### src/rtl/idec_pkg.sv
// ----------------------------------------------------------------------------
// idec_pkg
// Shared types and codes for the RV32I instruction decoder: opcodes, format
// codes, operation numbers and the decoded result record.
// ----------------------------------------------------------------------------
`default_nettype none

package idec_pkg;

  // major opcodes, instruction bits 6:0
  localparam logic [6:0] OPC_OP     = 7'h33;
  localparam logic [6:0] OPC_LOAD   = 7'h03;
  localparam logic [6:0] OPC_OP_IMM = 7'h13;
  localparam logic [6:0] OPC_JALR   = 7'h67;
  localparam logic [6:0] OPC_SYSTEM = 7'h73;
  localparam logic [6:0] OPC_FENCE  = 7'h0F;
  localparam logic [6:0] OPC_STORE  = 7'h23;
  localparam logic [6:0] OPC_BRANCH = 7'h63;
  localparam logic [6:0] OPC_LUI    = 7'h37;
  localparam logic [6:0] OPC_AUIPC  = 7'h17;
  localparam logic [6:0] OPC_JAL    = 7'h6F;

  // funct7 values
  localparam logic [6:0] F7_BASE = 7'h00;
  localparam logic [6:0] F7_ALT  = 7'h20;

  // funct12 values for system instructions
  localparam logic [11:0] F12_ECALL  = 12'h000;
  localparam logic [11:0] F12_EBREAK = 12'h001;

  localparam logic [31:0] UPPER_MASK = 32'hFFFF_F000;

  // instruction formats
  localparam logic [2:0] FMT_R = 3'd0;
  localparam logic [2:0] FMT_I = 3'd1;
  localparam logic [2:0] FMT_S = 3'd2;
  localparam logic [2:0] FMT_B = 3'd3;
  localparam logic [2:0] FMT_U = 3'd4;
  localparam logic [2:0] FMT_J = 3'd5;

  // operation numbers
  localparam logic [5:0] OP_ADD    = 6'd0;
  localparam logic [5:0] OP_SUB    = 6'd1;
  localparam logic [5:0] OP_SLL    = 6'd2;
  localparam logic [5:0] OP_SLT    = 6'd3;
  localparam logic [5:0] OP_SLTU   = 6'd4;
  localparam logic [5:0] OP_XOR    = 6'd5;
  localparam logic [5:0] OP_SRL    = 6'd6;
  localparam logic [5:0] OP_SRA    = 6'd7;
  localparam logic [5:0] OP_OR     = 6'd8;
  localparam logic [5:0] OP_AND    = 6'd9;
  localparam logic [5:0] OP_BEQ    = 6'd10;
  localparam logic [5:0] OP_BNE    = 6'd11;
  localparam logic [5:0] OP_BLT    = 6'd12;
  localparam logic [5:0] OP_BGE    = 6'd13;
  localparam logic [5:0] OP_BLTU   = 6'd14;
  localparam logic [5:0] OP_BGEU   = 6'd15;
  localparam logic [5:0] OP_LB     = 6'd16;
  localparam logic [5:0] OP_LH     = 6'd17;
  localparam logic [5:0] OP_LW     = 6'd18;
  localparam logic [5:0] OP_LBU    = 6'd19;
  localparam logic [5:0] OP_LHU    = 6'd20;
  localparam logic [5:0] OP_SB     = 6'd21;
  localparam logic [5:0] OP_SH     = 6'd22;
  localparam logic [5:0] OP_SW     = 6'd23;
  localparam logic [5:0] OP_ADDI   = 6'd24;
  localparam logic [5:0] OP_SLTI   = 6'd25;
  localparam logic [5:0] OP_SLTIU  = 6'd26;
  localparam logic [5:0] OP_XORI   = 6'd27;
  localparam logic [5:0] OP_ORI    = 6'd28;
  localparam logic [5:0] OP_ANDI   = 6'd29;
  localparam logic [5:0] OP_SLLI   = 6'd30;
  localparam logic [5:0] OP_SRLI   = 6'd31;
  localparam logic [5:0] OP_SRAI   = 6'd32;
  localparam logic [5:0] OP_JALR   = 6'd33;
  localparam logic [5:0] OP_ECALL  = 6'd34;
  localparam logic [5:0] OP_EBREAK = 6'd35;
  localparam logic [5:0] OP_FENCE  = 6'd36;
  localparam logic [5:0] OP_LUI    = 6'd37;
  localparam logic [5:0] OP_AUIPC  = 6'd38;
  localparam logic [5:0] OP_JAL    = 6'd39;

  typedef struct packed {
    logic               illegal;
    logic [2:0]         format;
    logic [5:0]         operation;
    logic [4:0]         dest_reg;
    logic [4:0]         src1_reg;
    logic [4:0]         src2_reg;
    logic signed [31:0] immediate;
  } dec_result_t;

endpackage

`default_nettype wire

### src/rtl/idec_decode.sv
// ----------------------------------------------------------------------------
// idec_decode
// Combinational decode of one RV32I instruction word into format, operation,
// register indices and immediate; illegal words give a record zeroed but for the flag.
// ----------------------------------------------------------------------------
`default_nettype none

module idec_decode (
  input  wire logic [31:0]          instruction,
  output idec_pkg::dec_result_t     result
);

  logic [6:0]  opcode;
  logic [2:0]  f3;
  logic [6:0]  f7;
  logic [4:0]  rd;
  logic [4:0]  rs1;
  logic [4:0]  rs2;
  logic [11:0] f12;
  logic [31:0] imm_i;
  logic [31:0] imm_s;
  logic [31:0] imm_b;
  logic [31:0] imm_j;

  logic        ok;
  logic [2:0]  fmt;
  logic [5:0]  op;
  logic [4:0]  d;
  logic [4:0]  s1;
  logic [4:0]  s2;
  logic [31:0] imm;

  assign opcode = instruction[6:0];
  assign f3     = instruction[14:12];
  assign f7     = instruction[31:25];
  assign rd     = instruction[11:7];
  assign rs1    = instruction[19:15];
  assign rs2    = instruction[24:20];
  assign f12    = instruction[31:20];

  assign imm_i = {{20{instruction[31]}}, instruction[31:20]};
  assign imm_s = {{20{instruction[31]}}, instruction[31:25], instruction[11:7]};
  assign imm_b = {{20{instruction[31]}}, instruction[7], instruction[30:25],
                  instruction[11:8], 1'b0};
  assign imm_j = {{12{instruction[31]}}, instruction[19:12], instruction[20],
                  instruction[30:21], 1'b0};

  always_comb begin
    ok  = 1'b1;
    fmt = idec_pkg::FMT_R;
    op  = idec_pkg::OP_ADD;
    d   = '0;
    s1  = '0;
    s2  = '0;
    imm = '0;
    case (opcode)
      idec_pkg::OPC_OP: begin
        fmt = idec_pkg::FMT_R;
        d   = rd;
        s1  = rs1;
        s2  = rs2;
        case (f3)
          3'd0: begin
            if (f7 == idec_pkg::F7_BASE) op = idec_pkg::OP_ADD;
            else if (f7 == idec_pkg::F7_ALT) op = idec_pkg::OP_SUB;
            else ok = 1'b0;
          end
          3'd1: op = idec_pkg::OP_SLL;
          3'd2: op = idec_pkg::OP_SLT;
          3'd3: op = idec_pkg::OP_SLTU;
          3'd4: op = idec_pkg::OP_XOR;
          3'd5: begin
            if (f7 == idec_pkg::F7_BASE) op = idec_pkg::OP_SRL;
            else if (f7 == idec_pkg::F7_ALT) op = idec_pkg::OP_SRA;
            else ok = 1'b0;
          end
          3'd6: op = idec_pkg::OP_OR;
          default: op = idec_pkg::OP_AND;
        endcase
      end
      idec_pkg::OPC_LOAD: begin
        fmt = idec_pkg::FMT_I;
        d   = rd;
        s1  = rs1;
        imm = imm_i;
        case (f3)
          3'd0: op = idec_pkg::OP_LB;
          3'd1: op = idec_pkg::OP_LH;
          3'd2: op = idec_pkg::OP_LW;
          3'd4: op = idec_pkg::OP_LBU;
          3'd5: op = idec_pkg::OP_LHU;
          default: ok = 1'b0;
        endcase
      end
      idec_pkg::OPC_OP_IMM: begin
        fmt = idec_pkg::FMT_I;
        d   = rd;
        s1  = rs1;
        imm = imm_i;
        case (f3)
          3'd0: op = idec_pkg::OP_ADDI;
          3'd1: begin
            op  = idec_pkg::OP_SLLI;
            imm = {27'd0, rs2};
          end
          3'd2: op = idec_pkg::OP_SLTI;
          3'd3: op = idec_pkg::OP_SLTIU;
          3'd4: op = idec_pkg::OP_XORI;
          3'd5: begin
            imm = {27'd0, rs2};
            if (f7 == idec_pkg::F7_BASE) op = idec_pkg::OP_SRLI;
            else if (f7 == idec_pkg::F7_ALT) op = idec_pkg::OP_SRAI;
            else ok = 1'b0;
          end
          3'd6: op = idec_pkg::OP_ORI;
          default: op = idec_pkg::OP_ANDI;
        endcase
      end
      idec_pkg::OPC_JALR: begin
        fmt = idec_pkg::FMT_I;
        op  = idec_pkg::OP_JALR;
        d   = rd;
        s1  = rs1;
        imm = imm_i;
      end
      idec_pkg::OPC_SYSTEM: begin
        fmt = idec_pkg::FMT_I;
        if (f3 != 3'd0) ok = 1'b0;
        else if (f12 == idec_pkg::F12_ECALL) op = idec_pkg::OP_ECALL;
        else if (f12 == idec_pkg::F12_EBREAK) op = idec_pkg::OP_EBREAK;
        else ok = 1'b0;
      end
      idec_pkg::OPC_FENCE: begin
        fmt = idec_pkg::FMT_I;
        op  = idec_pkg::OP_FENCE;
      end
      idec_pkg::OPC_STORE: begin
        fmt = idec_pkg::FMT_S;
        s1  = rs1;
        s2  = rs2;
        imm = imm_s;
        case (f3)
          3'd0: op = idec_pkg::OP_SB;
          3'd1: op = idec_pkg::OP_SH;
          3'd2: op = idec_pkg::OP_SW;
          default: ok = 1'b0;
        endcase
      end
      idec_pkg::OPC_BRANCH: begin
        fmt = idec_pkg::FMT_B;
        s1  = rs1;
        s2  = rs2;
        imm = imm_b;
        case (f3)
          3'd0: op = idec_pkg::OP_BEQ;
          3'd1: op = idec_pkg::OP_BNE;
          3'd4: op = idec_pkg::OP_BLT;
          3'd5: op = idec_pkg::OP_BGE;
          3'd6: op = idec_pkg::OP_BLTU;
          3'd7: op = idec_pkg::OP_BGEU;
          default: ok = 1'b0;
        endcase
      end
      idec_pkg::OPC_LUI: begin
        fmt = idec_pkg::FMT_U;
        op  = idec_pkg::OP_LUI;
        d   = rd;
        imm = instruction & idec_pkg::UPPER_MASK;
      end
      idec_pkg::OPC_AUIPC: begin
        fmt = idec_pkg::FMT_U;
        op  = idec_pkg::OP_AUIPC;
        d   = rd;
        imm = instruction & idec_pkg::UPPER_MASK;
      end
      idec_pkg::OPC_JAL: begin
        fmt = idec_pkg::FMT_J;
        op  = idec_pkg::OP_JAL;
        d   = rd;
        imm = imm_j;
      end
      default: ok = 1'b0;
    endcase
  end

  // illegal words carry nothing but the flag
  always_comb begin
    if (ok) begin
      result.illegal   = 1'b0;
      result.format    = fmt;
      result.operation = op;
      result.dest_reg  = d;
      result.src1_reg  = s1;
      result.src2_reg  = s2;
      result.immediate = imm;
    end else begin
      result           = '0;
      result.illegal   = 1'b1;
    end
  end

endmodule

`default_nettype wire

### src/rtl/rv32i_instruction_decoder.sv
// ----------------------------------------------------------------------------
// rv32i_instruction_decoder
// Pipelined RV32I instruction decoder: input register, decode logic and
// result register, one item per cycle while out_ready stays high.
// ----------------------------------------------------------------------------
//  channel   direction  handshake            payload
//  in_       input      in_valid / in_ready  instruction word
//  out_      output     out_valid/out_ready  illegal, format, operation,
//                                            register indices, immediate
//
//  out_valid rises once an accepted word has passed the input register, the
//  decode logic and the result register; one item per cycle sustained while
//  out_ready is high, set by the single decode stage between the two registers
//  stalls on out_ready propagate back through in_ready the same cycle,
//  with each stage advancing whenever the stage after it can take an item
//  synchronous active-low reset clears both stage valid flags
// ----------------------------------------------------------------------------
`default_nettype none

module rv32i_instruction_decoder (
  input  wire logic               clk,
  input  wire logic               rst_n,
  input  wire logic               in_valid,
  output      logic               in_ready,
  input  wire logic [31:0]        in_instruction,
  output      logic               out_valid,
  input  wire logic               out_ready,
  output      logic               out_illegal,
  output      logic [2:0]         out_format,
  output      logic [5:0]         out_operation,
  output      logic [4:0]         out_dest_reg,
  output      logic [4:0]         out_src1_reg,
  output      logic [4:0]         out_src2_reg,
  output      logic signed [31:0] out_immediate
);

  logic                  in_valid_r;
  logic [31:0]           instr_r;
  logic                  res_valid_r;
  idec_pkg::dec_result_t res_r;
  idec_pkg::dec_result_t res_nxt;
  logic                  res_take;

  idec_decode u_decode (
    .instruction (instr_r),
    .result      (res_nxt)
  );

  assign res_take = !res_valid_r || out_ready;
  assign in_ready = !in_valid_r || res_take;

  // input stage
  always_ff @(posedge clk) begin
    if (!rst_n) begin
      in_valid_r <= 1'b0;
    end else if (in_ready) begin
      in_valid_r <= in_valid;
    end
  end

  always_ff @(posedge clk) begin
    if (in_valid && in_ready) begin
      instr_r <= in_instruction;
    end
  end

  // result stage
  always_ff @(posedge clk) begin
    if (!rst_n) begin
      res_valid_r <= 1'b0;
    end else if (res_take) begin
      res_valid_r <= in_valid_r;
    end
  end

  always_ff @(posedge clk) begin
    if (res_take && in_valid_r) begin
      res_r <= res_nxt;
    end
  end

  assign out_valid     = res_valid_r;
  assign out_illegal   = res_r.illegal;
  assign out_format    = res_r.format;
  assign out_operation = res_r.operation;
  assign out_dest_reg  = res_r.dest_reg;
  assign out_src1_reg  = res_r.src1_reg;
  assign out_src2_reg  = res_r.src2_reg;
  assign out_immediate = res_r.immediate;

endmodule

`default_nettype wire

### config.mk
export PLATFORM = sky130hd
export DESIGN_NAME = rv32i_instruction_decoder
export DESIGN_NICKNAME = d
export VERILOG_FILES = /design/src/rtl/idec_pkg.sv /design/src/rtl/idec_decode.sv /design/src/rtl/rv32i_instruction_decoder.sv
export SDC_FILE = /design/constraint.sdc
export NUM_CORES = 1
export LEC_CHECK = 0
export BUFFER_PORTS_ARGS = -buffer_cell sky130_fd_sc_hd__buf_2
export CORE_AREA = 2 2 115 117
export DETAILED_ROUTE_END_ITERATION = 12
export DIE_AREA = 0 0 117 119
export PLACE_DENSITY = 0.64
export SYNTH_ARGS = -nofsm -noshare
export SYNTH_HDL_FRONTEND = slang
export SYNTH_SLANG_ARGS = --single-unit
### constraint.sdc
create_clock -name clk -period 4.4 [get_ports clk]
set_input_delay 0.22 -clock clk [delete_from_list [all_inputs] [get_ports clk]]
set_output_delay 0.22 -clock clk [all_outputs]
set_load 0.05 [all_outputs]
* Word-level counts from Yosys, hierarchy flattened
Index checks and enable logic that the tools add are counted.
** Storage, ports and cells
- Register bits after elaboration :: 91
- Output and inout bits :: 59
- Word-level logic and storage cells :: 88
** Operators by class
- Equal/unequal tests :: 20
- Muxes and demuxes :: 33
- Reductions and logical operators :: 25
** Operator list (count)
- 32-bit case mux with 6 select lines :: 1
- 6-bit case mux with 7 select lines :: 2
- 6-bit case mux with 11 select lines :: 1
- 57-bit 2-to-1 mux :: 1
- 6-bit 2-to-1 mux :: 7
- 32-bit 2-to-1 mux :: 1
- 7-bit by 6-bit == test with 1-bit output (second input constant) :: 4
- 7-bit == test (second input constant) :: 4
- 5-bit case mux with 5 select lines :: 1
- 4-bit case mux with 6 select lines :: 1
- 5-bit 2-to-1 mux :: 3
- 3-bit case mux with 5 select lines :: 1
- 5-bit case mux with 3 select lines :: 1
- 5-bit OR reduction :: 3
- 7-bit by 5-bit == test with 1-bit output (second input constant) :: 2
- 12-bit by 1-bit == test with 1-bit output (second input constant) :: 1
- 3-bit == test (second input constant) :: 4
- 12-bit zero test :: 1
- 6-bit OR reduction :: 2
- 1-bit 2-to-1 mux :: 11
- 2-bit OR reduction :: 4
- 7-bit by 2-bit == test with 1-bit output (second input constant) :: 1
- 7-bit by 4-bit == test with 1-bit output (second input constant) :: 1
- 7-bit zero test :: 1
- 12 further kinds :: 19

* Logic depth before layout (Yosys ltp)
Gate-level depths: netlist of the first run.
- Depth after elaboration :: 6
- Mapped depth :: 8
- Gate-level depth less buffers :: 5

* Modules after synthesis
From an unflattened synthesis of the first run, not the netlist that was laid out.
** Second synthesis, totals
- Cell total of the unflattened synthesis :: 332
- Area total of the unflattened synthesis :: 4161.5 um^2
** By module, submodules not included
- rv32i_instruction_decoder :: instances 1, cells an instance 98, area an instance 2776.4 um^2, sequential area each 2712.6 um^2
- idec_decode :: instances 1, cells an instance 234, area an instance 1385.1 um^2, sequential area each 0.0 um^2

* Worst setup path before layout of the first run
No wires, ideal clock.
- Path kind :: reg-to-reg
- Start :: register res_valid_r, in the netlist out_valid
- End :: register res_r, in the netlist out_dest_reg[0] (enable)
- Arrival :: 3256 ps
- Data required time :: 3921 ps
- Path slack :: 665 ps
- Cell stages (with the launch flop) :: 3
- Path buffers :: 0
- Clock period less this slack :: 3735 ps
- Cell sequence :: dfxtp_1 nor2b_1 nor2b_1
** Between the ends
- Longest elaborated chain between the ends :: 3
** RTL lines
- start, declared :: RTL line rv32i_instruction_decoder.sv:39 : logic res_valid_r;
- start signal, assigned :: RTL line rv32i_instruction_decoder.sv:72 : res_valid_r <= in_valid_r;
- 1-bit zero test :: RTL line rv32i_instruction_decoder.sv:49 : assign res_take = !res_valid_r || out_ready;
- 1-bit logical OR :: RTL line rv32i_instruction_decoder.sv:49
- 1-bit logical AND :: RTL line rv32i_instruction_decoder.sv:77 : if (res_take && in_valid_r) begin
- end signal, assigned :: RTL line rv32i_instruction_decoder.sv:78 : res_r <= res_nxt;
- end, declared :: RTL line rv32i_instruction_decoder.sv:40 : idec_pkg::dec_result_t res_r;
No other way between the ends.
A chain may end at the register's enable or synchronous reset.

* Worst setup path in the final report of the first run
- Start :: register instr_r[5]
- End :: register res_r, in the netlist out_src2_reg[4] (data pin)
** Between the ends
- Longest elaborated chain between the ends :: 4
** RTL lines
- start, declared :: RTL line rv32i_instruction_decoder.sv:38 : logic [31:0] instr_r;
- start signal, assigned :: RTL line rv32i_instruction_decoder.sv:63 : instr_r <= in_instruction;
- 7-bit by 4-bit == test with 1-bit output (tied with other cells) :: RTL line idec_decode.sv:56 : case (opcode)
- 5-bit OR reduction (no line)
- 1-bit case mux with 7 select lines :: RTL line idec_decode.sv:56
- 2-bit AND reduction (no line) *
Every way passes the cells marked *; elsewhere a longest branch is shown, timed or not.

==> results of run 1 <==
==> metal layers <==
| metal | track usage [%] | up-vias |
|---|---|---|
| li1 | - | 1463 |
| met1 | 19.45 | 1434 |
| met2 | 22.25 | 137 |
| met3 | 4.326 | 13 |
| met4 | 4.265 | 0 |
| met5 | 0 | - |
==> report_power, final <==
part	total (uW)	internal (uW)	switching, uW
Combinational	221	55.7	165
Sequential	1040	999	40.4
Clock	722	390	332
==> final cells by class <==
cell class                 instances  area share [%]
tap                              176           4.379
clock buffer                      10           4.553
sequential                        91           53.94
clock inverter                     6          0.9953
multi-input combinational        228           25.95
inverter                           3          0.2239
timing repair buffer              98           9.953
==> synthesized netlist by cell type (2+ instances only) <==
cell,number
sky130_fd_sc_hd__nor4b_1,5
sky130_fd_sc_hd__o21ai_0,9
sky130_fd_sc_hd__a211oi_1,3
sky130_fd_sc_hd__a31oi_1,2
sky130_fd_sc_hd__buf_2,9
sky130_fd_sc_hd__dfxtp_1,2
sky130_fd_sc_hd__o211ai_1,2
sky130_fd_sc_hd__edfxtp_1,89
sky130_fd_sc_hd__a21oi_1,29
sky130_fd_sc_hd__inv_1,2
sky130_fd_sc_hd__or2_2,2
sky130_fd_sc_hd__nand2b_1,8
sky130_fd_sc_hd__and3b_1,6
sky130_fd_sc_hd__buf_1,3
sky130_fd_sc_hd__o22a_1,2
sky130_fd_sc_hd__clkbuf_1,7
sky130_fd_sc_hd__xor2_1,2
sky130_fd_sc_hd__nor2_1,34
sky130_fd_sc_hd__and2_1,2
sky130_fd_sc_hd__nand3_1,2
sky130_fd_sc_hd__nor3_1,8
sky130_fd_sc_hd__or4_1,3
sky130_fd_sc_hd__nand2_1,51
sky130_fd_sc_hd__and3_1,4
sky130_fd_sc_hd__a22oi_1,6
sky130_fd_sc_hd__nor4_1,3
sky130_fd_sc_hd__o31ai_1,2
sky130_fd_sc_hd__o22ai_1,3
sky130_fd_sc_hd__o21ai_1,2
sky130_fd_sc_hd__or3_1,5
sky130_fd_sc_hd__and4b_1,2
sky130_fd_sc_hd__nor2b_1,5
sky130_fd_sc_hd__o21bai_1,3
sky130_fd_sc_hd__a2bb2oi_1,2
==> critical path, delay by kind of cell, from the launching register on <==
family / cells / cell delay (ns)
AOI/OAI and AO/OA: 3 / 0.58
buffers and inverters: 1 / 0.43
and+or+nand+nor: 2 / 0.73
DFF: 1 / 0.79
==> final timing paths <==
kind                       from         endpoint  slack (ns)
min reg2reg          in_valid_r        out_valid        0.52
max                  instr_r[5]  out_src2_reg[4]        1.60
min          in_instruction[28]      instr_r[28]        0.05
max reg2reg          instr_r[5]  out_src2_reg[4]        1.60
==> through the flow <==
step                      std cells  utilization, %  total power, uW  setup slack [ns]  hold WS (ns)
final                           612           39.06             1982             1.602       0.04604
after global routing            612           39.06             2058             1.395       0.03191
after CTS                       612           39.06             2005             1.601       0.03001
after floorplan                 343               -             1211            0.6648        0.3189
after detailed placement        596           36.89             1279             1.621        0.3981
after global placement          596           36.89             1276             1.686        0.3974
==> cells by family after synthesis <==
| family | count (synthesis) | synth area share (%) |
|---|---|---|
| simple gates | 150 | 19.06 |
| flops | 91 | 65.92 |
| compound gates | 74 | 11.40 |
| buf+inv | 24 | 2.736 |
| xor+xnor | 3 | 0.6386 |
| mux | 1 | 0.2432 |
==> metrics.txt, run 1 <==
# TYPE chip_impl_metric gauge
chip_impl_info{name="status",value="finished, final reports clean"} 1
chip_impl_metric{name="synth.ff_latch_count",unit=""} 91
chip_impl_metric{name="maxCapViolCount",unit=""} 0
chip_impl_metric{name="p_leak",unit="uW"} 0.001740
chip_impl_metric{name="clock-sinks",unit=""} 91
chip_impl_metric{name="max-slew-margin-rel",unit="%"} 26.19
chip_impl_metric{name="fin_nets",unit=""} 467
chip_impl_metric{name="area_growth",unit="%"} 22.20
chip_impl_metric{name="peak_supply_drop",unit="uV"} 173.6
chip_impl_metric{name="floorplan.initialDensity",unit="%"} 31.96
chip_impl_metric{name="critical-path-max-stage-delay",unit="ns"} 0.79
chip_impl_metric{name="critical_path.max_fanout",unit=""} 49
chip_impl_metric{name="synth.net_count",unit=""} 379
chip_impl_metric{name="drt-pass1-iter-count",unit=""} 5
chip_impl_metric{name="cts_max_path_buffers",unit=""} 2
chip_impl_metric{name="first_global_vias",unit=""} 2854
chip_impl_metric{name="worst_ep_arrival_time",unit="ns"} 2.90
chip_impl_info{name="cp_slowest_cell",value="sky130_fd_sc_hd__edfxtp_1"} 1
chip_impl_metric{name="post-cts-setup-buffer-count",unit=""} 0
chip_impl_metric{name="time_the_final_worst_path_needs_with_i_o_delays_and_setup",unit="ns"} 2.798
chip_impl_metric{name="diodes",unit=""} 0
chip_impl_info{name="worst-setup-path-type",value="reg2reg"} 1
chip_impl_metric{name="stdcell_area",unit="um^2"} 5029
chip_impl_metric{name="viasPerCell",unit=""} 4.979
chip_impl_metric{name="synth_async_sr_flop_share",unit="%"} 0
chip_impl_metric{name="synth_top_area_share",unit="%"} 64.94
chip_impl_metric{name="synth.avg_cell_area",unit="um^2"} 12.00
chip_impl_metric{name="chipWidth",unit="um"} 117
chip_impl_metric{name="detailedRoute.firstIterationViolations",unit=""} 264
chip_impl_metric{name="die_span_in_y",unit="um"} 119
chip_impl_info{name="cp-start-kind",value="flip-flop"} 1
chip_impl_metric{name="vias",unit=""} 3047
chip_impl_info{name="most-common-layout-cells",value="94 x sky130_fd_sc_hd__buf_2, 89 x sky130_fd_sc_hd__edfxtp_1, 51 x sky130_fd_sc_hd__nand2_1"} 1
chip_impl_metric{name="drt_wl_total",unit="mm"} 9.931
chip_impl_info{name="min_path_type",value="in2reg"} 1
chip_impl_metric{name="period_utilization_post_route",unit="%"} 63.60
chip_impl_metric{name="groute.usage.overall",unit="%"} 14.37
chip_impl_metric{name="met3WireLength",unit="um"} 723
chip_impl_metric{name="row_count",unit=""} 42
chip_impl_info{name="yosysTopAreaCell",value="sky130_fd_sc_hd__edfxtp_1"} 1
chip_impl_metric{name="met2_length",unit="mm"} 4.756
chip_impl_metric{name="post_route_cells_drive_above_1_share",unit="%"} 28.44
chip_impl_metric{name="cts-buffers-inserted",unit=""} 9
chip_impl_metric{name="grt_overflow",unit=""} 0
chip_impl_metric{name="drc",unit=""} 0
chip_impl_metric{name="gp_congestion",unit=""} 0.8830
chip_impl_metric{name="worst_clock_skew",unit="ns"} 0.007757
chip_impl_metric{name="power_density",unit="nW/um^2"} 394.2
chip_impl_metric{name="wl_met1",unit="mm"} 4.314
chip_impl_info{name="timing.critical_path.to_type",value="flip-flop"} 1
chip_impl_info{name="synth-main-ff-cell",value="sky130_fd_sc_hd__edfxtp_1"} 1
chip_impl_metric{name="placedInstanceArea",unit="um^2"} 4750
chip_impl_info{name="synthTopCellsByArea",value="sky130_fd_sc_hd__edfxtp_1 65%, sky130_fd_sc_hd__nand2_1 4.7%, sky130_fd_sc_hd__a21oi_1 3.5%, sky130_fd_sc_hd__nor2_1 3.1%, sky130_fd_sc_hd__and3b_1 1.3%"} 1
chip_impl_metric{name="grt_antenna_before_repair",unit=""} 0
chip_impl_metric{name="worst_slew_pin_slew",unit="ns"} 1.105
chip_impl_info{name="cts-root-buf",value="sky130_fd_sc_hd__clkbuf_16"} 1
chip_impl_metric{name="post_synth_inst_count",unit=""} 343
chip_impl_metric{name="seq_area",unit="um^2"} 2713
chip_impl_metric{name="synth_cell_type_count",unit=""} 58
chip_impl_metric{name="synth_enable_flop_cells",unit=""} 89
chip_impl_info{name="grt_setup_unrepaired",value="false"} 1
chip_impl_metric{name="placement.io_buffers",unit=""} 94
chip_impl_metric{name="die_ar",unit="um^2"} 13920
chip_impl_metric{name="required",unit="ns"} 4.50
chip_impl_metric{name="num_io_pins",unit=""} 95
chip_impl_metric{name="synth.yosys.warnings",unit=""} 0
chip_impl_metric{name="multiInputGateArea",unit="um^2"} 1305
chip_impl_metric{name="placeableCoreArea",unit="um^2"} 12870
chip_impl_metric{name="grt_pass1_wl",unit="mm"} 15.18
chip_impl_metric{name="synth.yosys.seq_area_share",unit="%"} 65.92
chip_impl_metric{name="detailed_place_hpwl",unit="mm"} 6.942
chip_impl_info{name="worst_path_cell_chain",value="or4b_1 -> a2bb2oi_1 -> o22ai_1 -> a211oi_4 -> buf_4 -> and3b_1"} 1
chip_impl_info{name="mostFrequentLayoutCell",value="sky130_fd_sc_hd__buf_2"} 1
chip_impl_metric{name="grt_max_degree",unit=""} 50
chip_impl_metric{name="cts_htree_levels",unit=""} 3
chip_impl_metric{name="route.antenna.remaining_nets",unit=""} 0
chip_impl_metric{name="hold_buffers",unit=""} 0
chip_impl_metric{name="worst_skew_pair.late_latency",unit="ns"} 0.35
chip_impl_info{name="top_signal_layer_used",value="met4"} 1
chip_impl_metric{name="maxSlewViolCount",unit=""} 0
chip_impl_metric{name="setup_viol_count_final",unit=""} 0
chip_impl_metric{name="clkSlewWorstSetupHoldPaths",unit="ns"} 0.07
chip_impl_metric{name="clock.fmax",unit="MHz"} 357.4
chip_impl_info{name="cts_tree",value="built"} 1
chip_impl_metric{name="fill_count",unit=""} 1242
chip_impl_metric{name="synth_area",unit="um^2"} 4115
chip_impl_metric{name="timing.setup.tns",unit="ns"} 0
chip_impl_metric{name="min_path_cells",unit=""} 1
chip_impl_metric{name="post_cts_resize_count",unit=""} 0
chip_impl_metric{name="wl_per_cell",unit="um"} 16.23
chip_impl_metric{name="r2r_cells",unit=""} 6
chip_impl_metric{name="final-hold-violation-count",unit=""} 0
Note: power is estimated with default switching activity, not from simulation.
==> run 2, diff against run 1 <==
==> constraint.sdc (replaced) <==
create_clock -name clk -period 2.7 [get_ports clk]
set_input_delay 0.135 -clock clk [delete_from_list [all_inputs] [get_ports clk]]
set_output_delay 0.135 -clock clk [all_outputs]
set_load 0.05 [all_outputs]
==> run 2 against run 1 <==
Effect of this change: clock skew increased by 0.0045 ns; critical endpoint is now out_src1_reg[1]; combinational power increased by 98%; largest cell class unchanged; clock-buffer cell count decreased by 1; final area increased by 9.7%; fmax increased by 15%; wire length increased by 5.1%; largest power group unchanged.
==> metrics.txt, run 2 (same netlist as run 1, synthesis figures left out) <==
# TYPE chip_impl_metric gauge
chip_impl_info{name="status",value="finished, final reports clean"} 1
chip_impl_metric{name="vias",unit=""} 3228
chip_impl_metric{name="detailedRoute.firstIterationViolations",unit=""} 315
chip_impl_metric{name="route.antenna.remaining_nets",unit=""} 0
chip_impl_metric{name="gp_congestion",unit=""} 0.8718
chip_impl_info{name="worst_setup_path_endpoint",value="out_src1_reg[1]"} 1
chip_impl_metric{name="final-hold-violation-count",unit=""} 0
chip_impl_metric{name="power_density",unit="nW/um^2"} 615.4
chip_impl_metric{name="multiInputGateArea",unit="um^2"} 1305
chip_impl_metric{name="worst_hold_slack",unit="ns"} 0.02585
chip_impl_metric{name="die_span_in_y",unit="um"} 119
chip_impl_metric{name="p_leak",unit="uW"} 0.001972
chip_impl_metric{name="fill_count",unit=""} 1234
chip_impl_metric{name="post-cts-setup-buffer-count",unit=""} 0
chip_impl_metric{name="grt_max_degree",unit=""} 58
chip_impl_metric{name="ff2ff_setup_slack",unit="ns"} 0.27
chip_impl_metric{name="grt_overflow",unit=""} 0
chip_impl_metric{name="diodes",unit=""} 0
chip_impl_metric{name="worst_clock_skew",unit="ns"} 0.01226
chip_impl_info{name="cts-root-buf",value="sky130_fd_sc_hd__clkbuf_16"} 1
chip_impl_metric{name="floorplan.initialDensity",unit="%"} 31.96
chip_impl_info{name="timing.critical_path.to_type",value="flip-flop"} 1
chip_impl_metric{name="clkSlewWorstSetupHoldPaths",unit="ns"} 0.07
chip_impl_metric{name="r2r_cells",unit=""} 6
chip_impl_metric{name="grt_antenna_before_repair",unit=""} 0
chip_impl_metric{name="first_global_vias",unit=""} 3106
chip_impl_metric{name="viasPerCell",unit=""} 4.891
chip_impl_info{name="mostFrequentLayoutCell",value="sky130_fd_sc_hd__buf_2"} 1
chip_impl_info{name="min_path_type",value="in2reg"} 1
chip_impl_metric{name="area_growth",unit="%"} 34.02
chip_impl_metric{name="seq_area",unit="um^2"} 2713
chip_impl_metric{name="die_ar",unit="um^2"} 13920
chip_impl_metric{name="cts-buffers-inserted",unit=""} 9
chip_impl_metric{name="drc",unit=""} 0
chip_impl_metric{name="detailed_place_hpwl",unit="mm"} 7.392
chip_impl_metric{name="drt-pass1-iter-count",unit=""} 5
chip_impl_metric{name="time_the_final_worst_path_needs_with_i_o_delays_and_setup",unit="ns"} 2.431
chip_impl_metric{name="worst_slew_pin_slew",unit="ns"} 0.7292
chip_impl_metric{name="place_worst_setup_slack",unit="ns"} 0.2455
chip_impl_metric{name="clock.fmax",unit="MHz"} 411.4
chip_impl_metric{name="groute.usage.overall",unit="%"} 15.57
chip_impl_metric{name="worst_skew_pair.late_latency",unit="ns"} 0.35
chip_impl_metric{name="worst_ep_arrival_time",unit="ns"} 2.57
chip_impl_metric{name="required",unit="ns"} 2.84
chip_impl_info{name="grt_setup_unrepaired",value="false"} 1
chip_impl_metric{name="timing.setup.tns",unit="ns"} 0
chip_impl_metric{name="util_after_layout",unit="%"} 42.84
chip_impl_metric{name="num_io_pins",unit=""} 95
chip_impl_info{name="cp-start-kind",value="flip-flop"} 1
chip_impl_metric{name="placement.io_buffers",unit=""} 94
chip_impl_info{name="worst-setup-path-type",value="reg2reg"} 1
chip_impl_metric{name="fin_nets",unit=""} 515
chip_impl_metric{name="post_route_cells_drive_above_1_share",unit="%"} 28.93
chip_impl_info{name="most-common-layout-cells",value="94 x sky130_fd_sc_hd__buf_2, 89 x sky130_fd_sc_hd__edfxtp_1, 51 x sky130_fd_sc_hd__nand2_1"} 1
chip_impl_metric{name="maxCapViolCount",unit=""} 0
chip_impl_info{name="worstReg2RegStart",value="instr_r[3]"} 1
chip_impl_metric{name="row_count",unit=""} 42
chip_impl_metric{name="period_utilization_post_route",unit="%"} 90.04
chip_impl_metric{name="grt_pass1_wl",unit="mm"} 16.41
chip_impl_metric{name="cts_htree_levels",unit=""} 3
chip_impl_metric{name="drt_wl_total",unit="mm"} 10.44
chip_impl_info{name="reg2reg_to",value="out_src1_reg[1]"} 1
chip_impl_metric{name="max-slew-margin-rel",unit="%"} 51.39
chip_impl_metric{name="clock-sinks",unit=""} 91
chip_impl_metric{name="critical_path.max_fanout",unit=""} 49
chip_impl_info{name="cts_tree",value="built"} 1
chip_impl_metric{name="setup_viol_count_final",unit=""} 0
chip_impl_metric{name="peak_supply_drop",unit="uV"} 272.5
chip_impl_metric{name="chipWidth",unit="um"} 117
chip_impl_metric{name="cts_max_path_buffers",unit=""} 2
chip_impl_metric{name="maxSlewViolCount",unit=""} 0
chip_impl_metric{name="timing.final.ws_setup",unit="ns"} 0.2690
chip_impl_metric{name="wl_per_cell",unit="um"} 15.81
chip_impl_info{name="critical_path.startpoint",value="instr_r[3]"} 1
chip_impl_metric{name="placeableCoreArea",unit="um^2"} 12870
==> run 2: worst max-delay path: stages (launching register included) <==
cell                       delay (ns)
sky130_fd_sc_hd__edfxtp_1        0.52
sky130_fd_sc_hd__inv_2           0.10
sky130_fd_sc_hd__or3_1           0.37
sky130_fd_sc_hd__a221oi_1        0.57
sky130_fd_sc_hd__a211oi_4        0.07
sky130_fd_sc_hd__buf_12          0.21
sky130_fd_sc_hd__nor4b_1         0.36
==> run 2: worst min-delay path by stage <==
stage                            start           to  slack [ns]  cells after the start
CTS                           in_valid   in_valid_r        0.02                      3
global placement    in_instruction[22]  instr_r[22]        0.31                      1
detailed placement  in_instruction[26]  instr_r[26]        0.31                      1
global route                  in_valid   in_valid_r        0.04                      3
finish                        in_valid   in_valid_r        0.03                      3
floorplan            in_instruction[0]   instr_r[0]        0.23                      0
==> run 2: final cells by class <==
cell class              instances  share of cell area, %
flip-flops and latches         91                  49.18
clock buffers                   9                  4.083
well taps                     176                  3.993
repair buffers                146                  17.33
multi-input cells             228                  23.66
clock inverters                 7                  1.543
inverters                       3                 0.2042
==> run 2: per-layer routing <==
| layer | GRT usage, % | up-vias | wire [um] |
|---|---|---|---|
| li1 | - | 1558 | - |
| met1 | 20.82 | 1504 | 4584 |
| met2 | 24.02 | 144 | 4928 |
| met3 | 3.715 | 22 | 633 |
| met4 | 6.765 | 0 | 290 |
| met5 | 0 | - | 0 |
==> run 2: report_power, final <==
| group | internal [uW] | switching [uW] |
|---|---|---|
| Combinational | 136 | 301 |
| Sequential | 1630 | 43.1 |
| Clock | 731 | 555 |
==> run 2: timing repair <==
action | CTS | global route
endpoints found under the hold margin | 33 | 0
hold buffers | 33 | 0
resized for setup | 0 | 0
==> run 2: stage by stage <==
step	area [um^2]	power [uW]	cells
floorplan	4118	1972	343
finish	5515	3394	660
detailed placement	4875	2105	611
CTS	5515	3433	660
global route	5515	3511	660
global placement	4875	2102	611
==> run 3, diff against run 2 <==
--- a/config.mk
+++ b/config.mk
@@ -10,6 +10,7 @@
 export DETAILED_ROUTE_END_ITERATION = 12
 export DIE_AREA = 0 0 117 119
 export PLACE_DENSITY = 0.64
+export SETUP_SLACK_MARGIN = 0.5
 export SYNTH_ARGS = -nofsm -noshare
 export SYNTH_HDL_FRONTEND = slang
 export SYNTH_SLANG_ARGS = --single-unit
==> run 3 against run 2 <==
Effect of this change: global-route usage increased by 0.61 points; non-clock buffer count increased by 17; via count increased by 0.71%; register-to-register slack improved by 0.29 ns; fmax increased by 14%; critical path type unchanged; critical endpoint is now out_immediate[27]; largest cell class unchanged; highest routed layer unchanged.
==> metrics.txt, run 3 (same netlist as run 1, synthesis figures left out) <==
# TYPE chip_impl_metric gauge
chip_impl_info{name="status",value="finished, final reports clean"} 1
chip_impl_info{name="worst-setup-path-type",value="reg2reg"} 1
chip_impl_info{name="grt_setup_unrepaired",value="true"} 1
chip_impl_metric{name="peak_supply_drop",unit="uV"} 294.7
chip_impl_metric{name="diodes",unit=""} 0
chip_impl_info{name="cts_tree",value="built"} 1
chip_impl_metric{name="grt_pass1_wl",unit="mm"} 16.88
chip_impl_metric{name="time_the_final_worst_path_needs_with_i_o_delays_and_setup",unit="ns"} 2.139
chip_impl_metric{name="p_leak",unit="uW"} 0.002094
chip_impl_metric{name="clkSlewWorstSetupHoldPaths",unit="ns"} 0.07
chip_impl_metric{name="fin_nets",unit=""} 532
chip_impl_metric{name="grt_max_degree",unit=""} 58
chip_impl_metric{name="critical_path.max_fanout",unit=""} 13
chip_impl_metric{name="clock-sinks",unit=""} 91
chip_impl_metric{name="viasPerCell",unit=""} 4.802
chip_impl_metric{name="final-hold-violation-count",unit=""} 0
chip_impl_metric{name="setup_viol_count_final",unit=""} 0
chip_impl_metric{name="route.antenna.remaining_nets",unit=""} 0
chip_impl_metric{name="num_io_pins",unit=""} 95
chip_impl_metric{name="place_worst_setup_slack",unit="ns"} 0.2922
chip_impl_metric{name="drc",unit=""} 0
chip_impl_metric{name="ff2ff_setup_slack",unit="ns"} 0.56
chip_impl_metric{name="wl_per_cell",unit="um"} 16.27
chip_impl_metric{name="detailed_place_hpwl",unit="mm"} 7.342
chip_impl_metric{name="post_route_cells_drive_above_1_share",unit="%"} 33.33
chip_impl_metric{name="row_count",unit=""} 42
chip_impl_metric{name="cts-buffers-inserted",unit=""} 9
chip_impl_metric{name="power_density",unit="nW/um^2"} 594.9
chip_impl_metric{name="gp_congestion",unit=""} 0.8794
chip_impl_metric{name="placedInstanceArea",unit="um^2"} 4888
chip_impl_metric{name="area_growth",unit="%"} 39.83
chip_impl_metric{name="floorplan.initialDensity",unit="%"} 31.96
chip_impl_metric{name="required",unit="ns"} 2.79
chip_impl_metric{name="first_global_vias",unit=""} 3193
chip_impl_metric{name="chipWidth",unit="um"} 117
chip_impl_info{name="min_path_type",value="in2reg"} 1
chip_impl_info{name="most-common-layout-cells",value="94 x sky130_fd_sc_hd__buf_2, 89 x sky130_fd_sc_hd__edfxtp_1, 50 x sky130_fd_sc_hd__nand2_1"} 1
chip_impl_info{name="cp-start-kind",value="flip-flop"} 1
chip_impl_metric{name="maxSlewViolCount",unit=""} 0
chip_impl_metric{name="max-slew-margin-rel",unit="%"} 46.66
chip_impl_metric{name="timing.setup.tns",unit="ns"} 0
chip_impl_metric{name="maxCapViolCount",unit=""} 0
chip_impl_metric{name="die_span_in_y",unit="um"} 119
chip_impl_metric{name="stdcell_area",unit="um^2"} 5754
chip_impl_metric{name="detailedRoute.firstIterationViolations",unit=""} 332
chip_impl_metric{name="drt-pass1-iter-count",unit=""} 5
chip_impl_metric{name="placement.io_buffers",unit=""} 94
chip_impl_metric{name="clock.fmax",unit="MHz"} 467.6
chip_impl_info{name="timing.critical_path.to_type",value="flip-flop"} 1
chip_impl_metric{name="die_ar",unit="um^2"} 13920
chip_impl_metric{name="vias",unit=""} 3251
chip_impl_metric{name="worst_skew_pair.late_latency",unit="ns"} 0.34
chip_impl_metric{name="placeableCoreArea",unit="um^2"} 12870
chip_impl_metric{name="drt_wl_total",unit="mm"} 11.02
chip_impl_metric{name="worst_clock_skew",unit="ns"} 0.008117
chip_impl_info{name="cts-root-buf",value="sky130_fd_sc_hd__clkbuf_16"} 1
chip_impl_metric{name="timing.final.ws_setup",unit="ns"} 0.5614
chip_impl_info{name="mostFrequentLayoutCell",value="sky130_fd_sc_hd__buf_2"} 1
chip_impl_metric{name="groute.usage.overall",unit="%"} 16.19
chip_impl_metric{name="grt_antenna_before_repair",unit=""} 0
chip_impl_metric{name="cts_htree_levels",unit=""} 3
chip_impl_metric{name="period_utilization_post_route",unit="%"} 79.21
chip_impl_metric{name="worst_slew_pin_slew",unit="ns"} 0.8002
chip_impl_metric{name="grt_overflow",unit=""} 0
chip_impl_metric{name="cts_max_path_buffers",unit=""} 2
chip_impl_metric{name="worst_ep_arrival_time",unit="ns"} 2.23
-- run 3: cell types whose count changed in the layout (fill, tap and decap cells not counted), sizes merged --
cell    delta
buf       +15
bufbuf     +1
clkbuf     +3
clkinv     -2
-- run 3: layout make-up --
cell class | instances | area (um^2)
inverters | 3 | 11.26
well taps | 176 | 220.2
flip-flops and latches | 91 | 2713
fillers | 1207 | 7121
repair buffers | 163 | 1135
clock buffers | 11 | 242.7
multi-input cells | 228 | 1373
clock inverters | 5 | 60.06
-- run 3: through the flow --
| step | instances | utilization [%] | hold slack [ns] | power (uW) |
|---|---|---|---|---|
| after floorplan | 343 | - | 0.2339 | 1972 |
| after global placement | 611 | 37.97 | 0.3129 | 2106 |
| after detailed placement | 611 | 37.97 | 0.3136 | 2108 |
| after CTS | 674 | 44.19 | 0.02068 | 3443 |
| after global routing | 677 | 44.69 | 0.04662 | 3556 |
| final | 677 | 44.69 | 0.03120 | 3423 |
-- run 3: worst paths after layout --
check	start	to	cells after the start
setup / recovery	instr_r[12]	out_immediate[27]	6
hold / removal	in_valid	in_valid_r	3
setup reg to reg	instr_r[12]	out_immediate[27]	6
hold reg to reg	in_valid_r	out_valid	1
-- run 3: what timing repair did --
item | 4_1_cts | 5_1_grt
setup buffers | 13 | 3
gates resized for setup | 7 | 9
endpoints found under the setup margin | 51 | 48
hold buffers | 33 | 0
pin swaps | 4 | 3
cloned | 1 | 0
hold endpoints to repair | 33 | 0
-- run 3: power breakdown --
part / internal [uW] / switching [uW] / leakage [uW]
registers: 1630 / 35.8 / 0.000829
clock network: 748 / 529 / 0.000147
logic: 160 / 322 / 0.00112
-- run 3: critical path: stages (launching register included) --
cell and delay [ns]:
sky130_fd_sc_hd__edfxtp_1 0.37, sky130_fd_sc_hd__or4b_1 0.56, sky130_fd_sc_hd__a2bb2oi_2 0.16, sky130_fd_sc_hd__o22ai_2 0.10, sky130_fd_sc_hd__a211oi_4 0.31, sky130_fd_sc_hd__bufbuf_16 0.34
sky130_fd_sc_hd__a21oi_1 0.04
-- run 3: layer usage --
layer,vias to the layer above,track usage [%],wire [um]
li1,1597,-,-
met1,1543,20.97,4922
met2,96,26.55,5425
met3,15,3.664,478
met4,0,5.588,191
met5,-,0,0
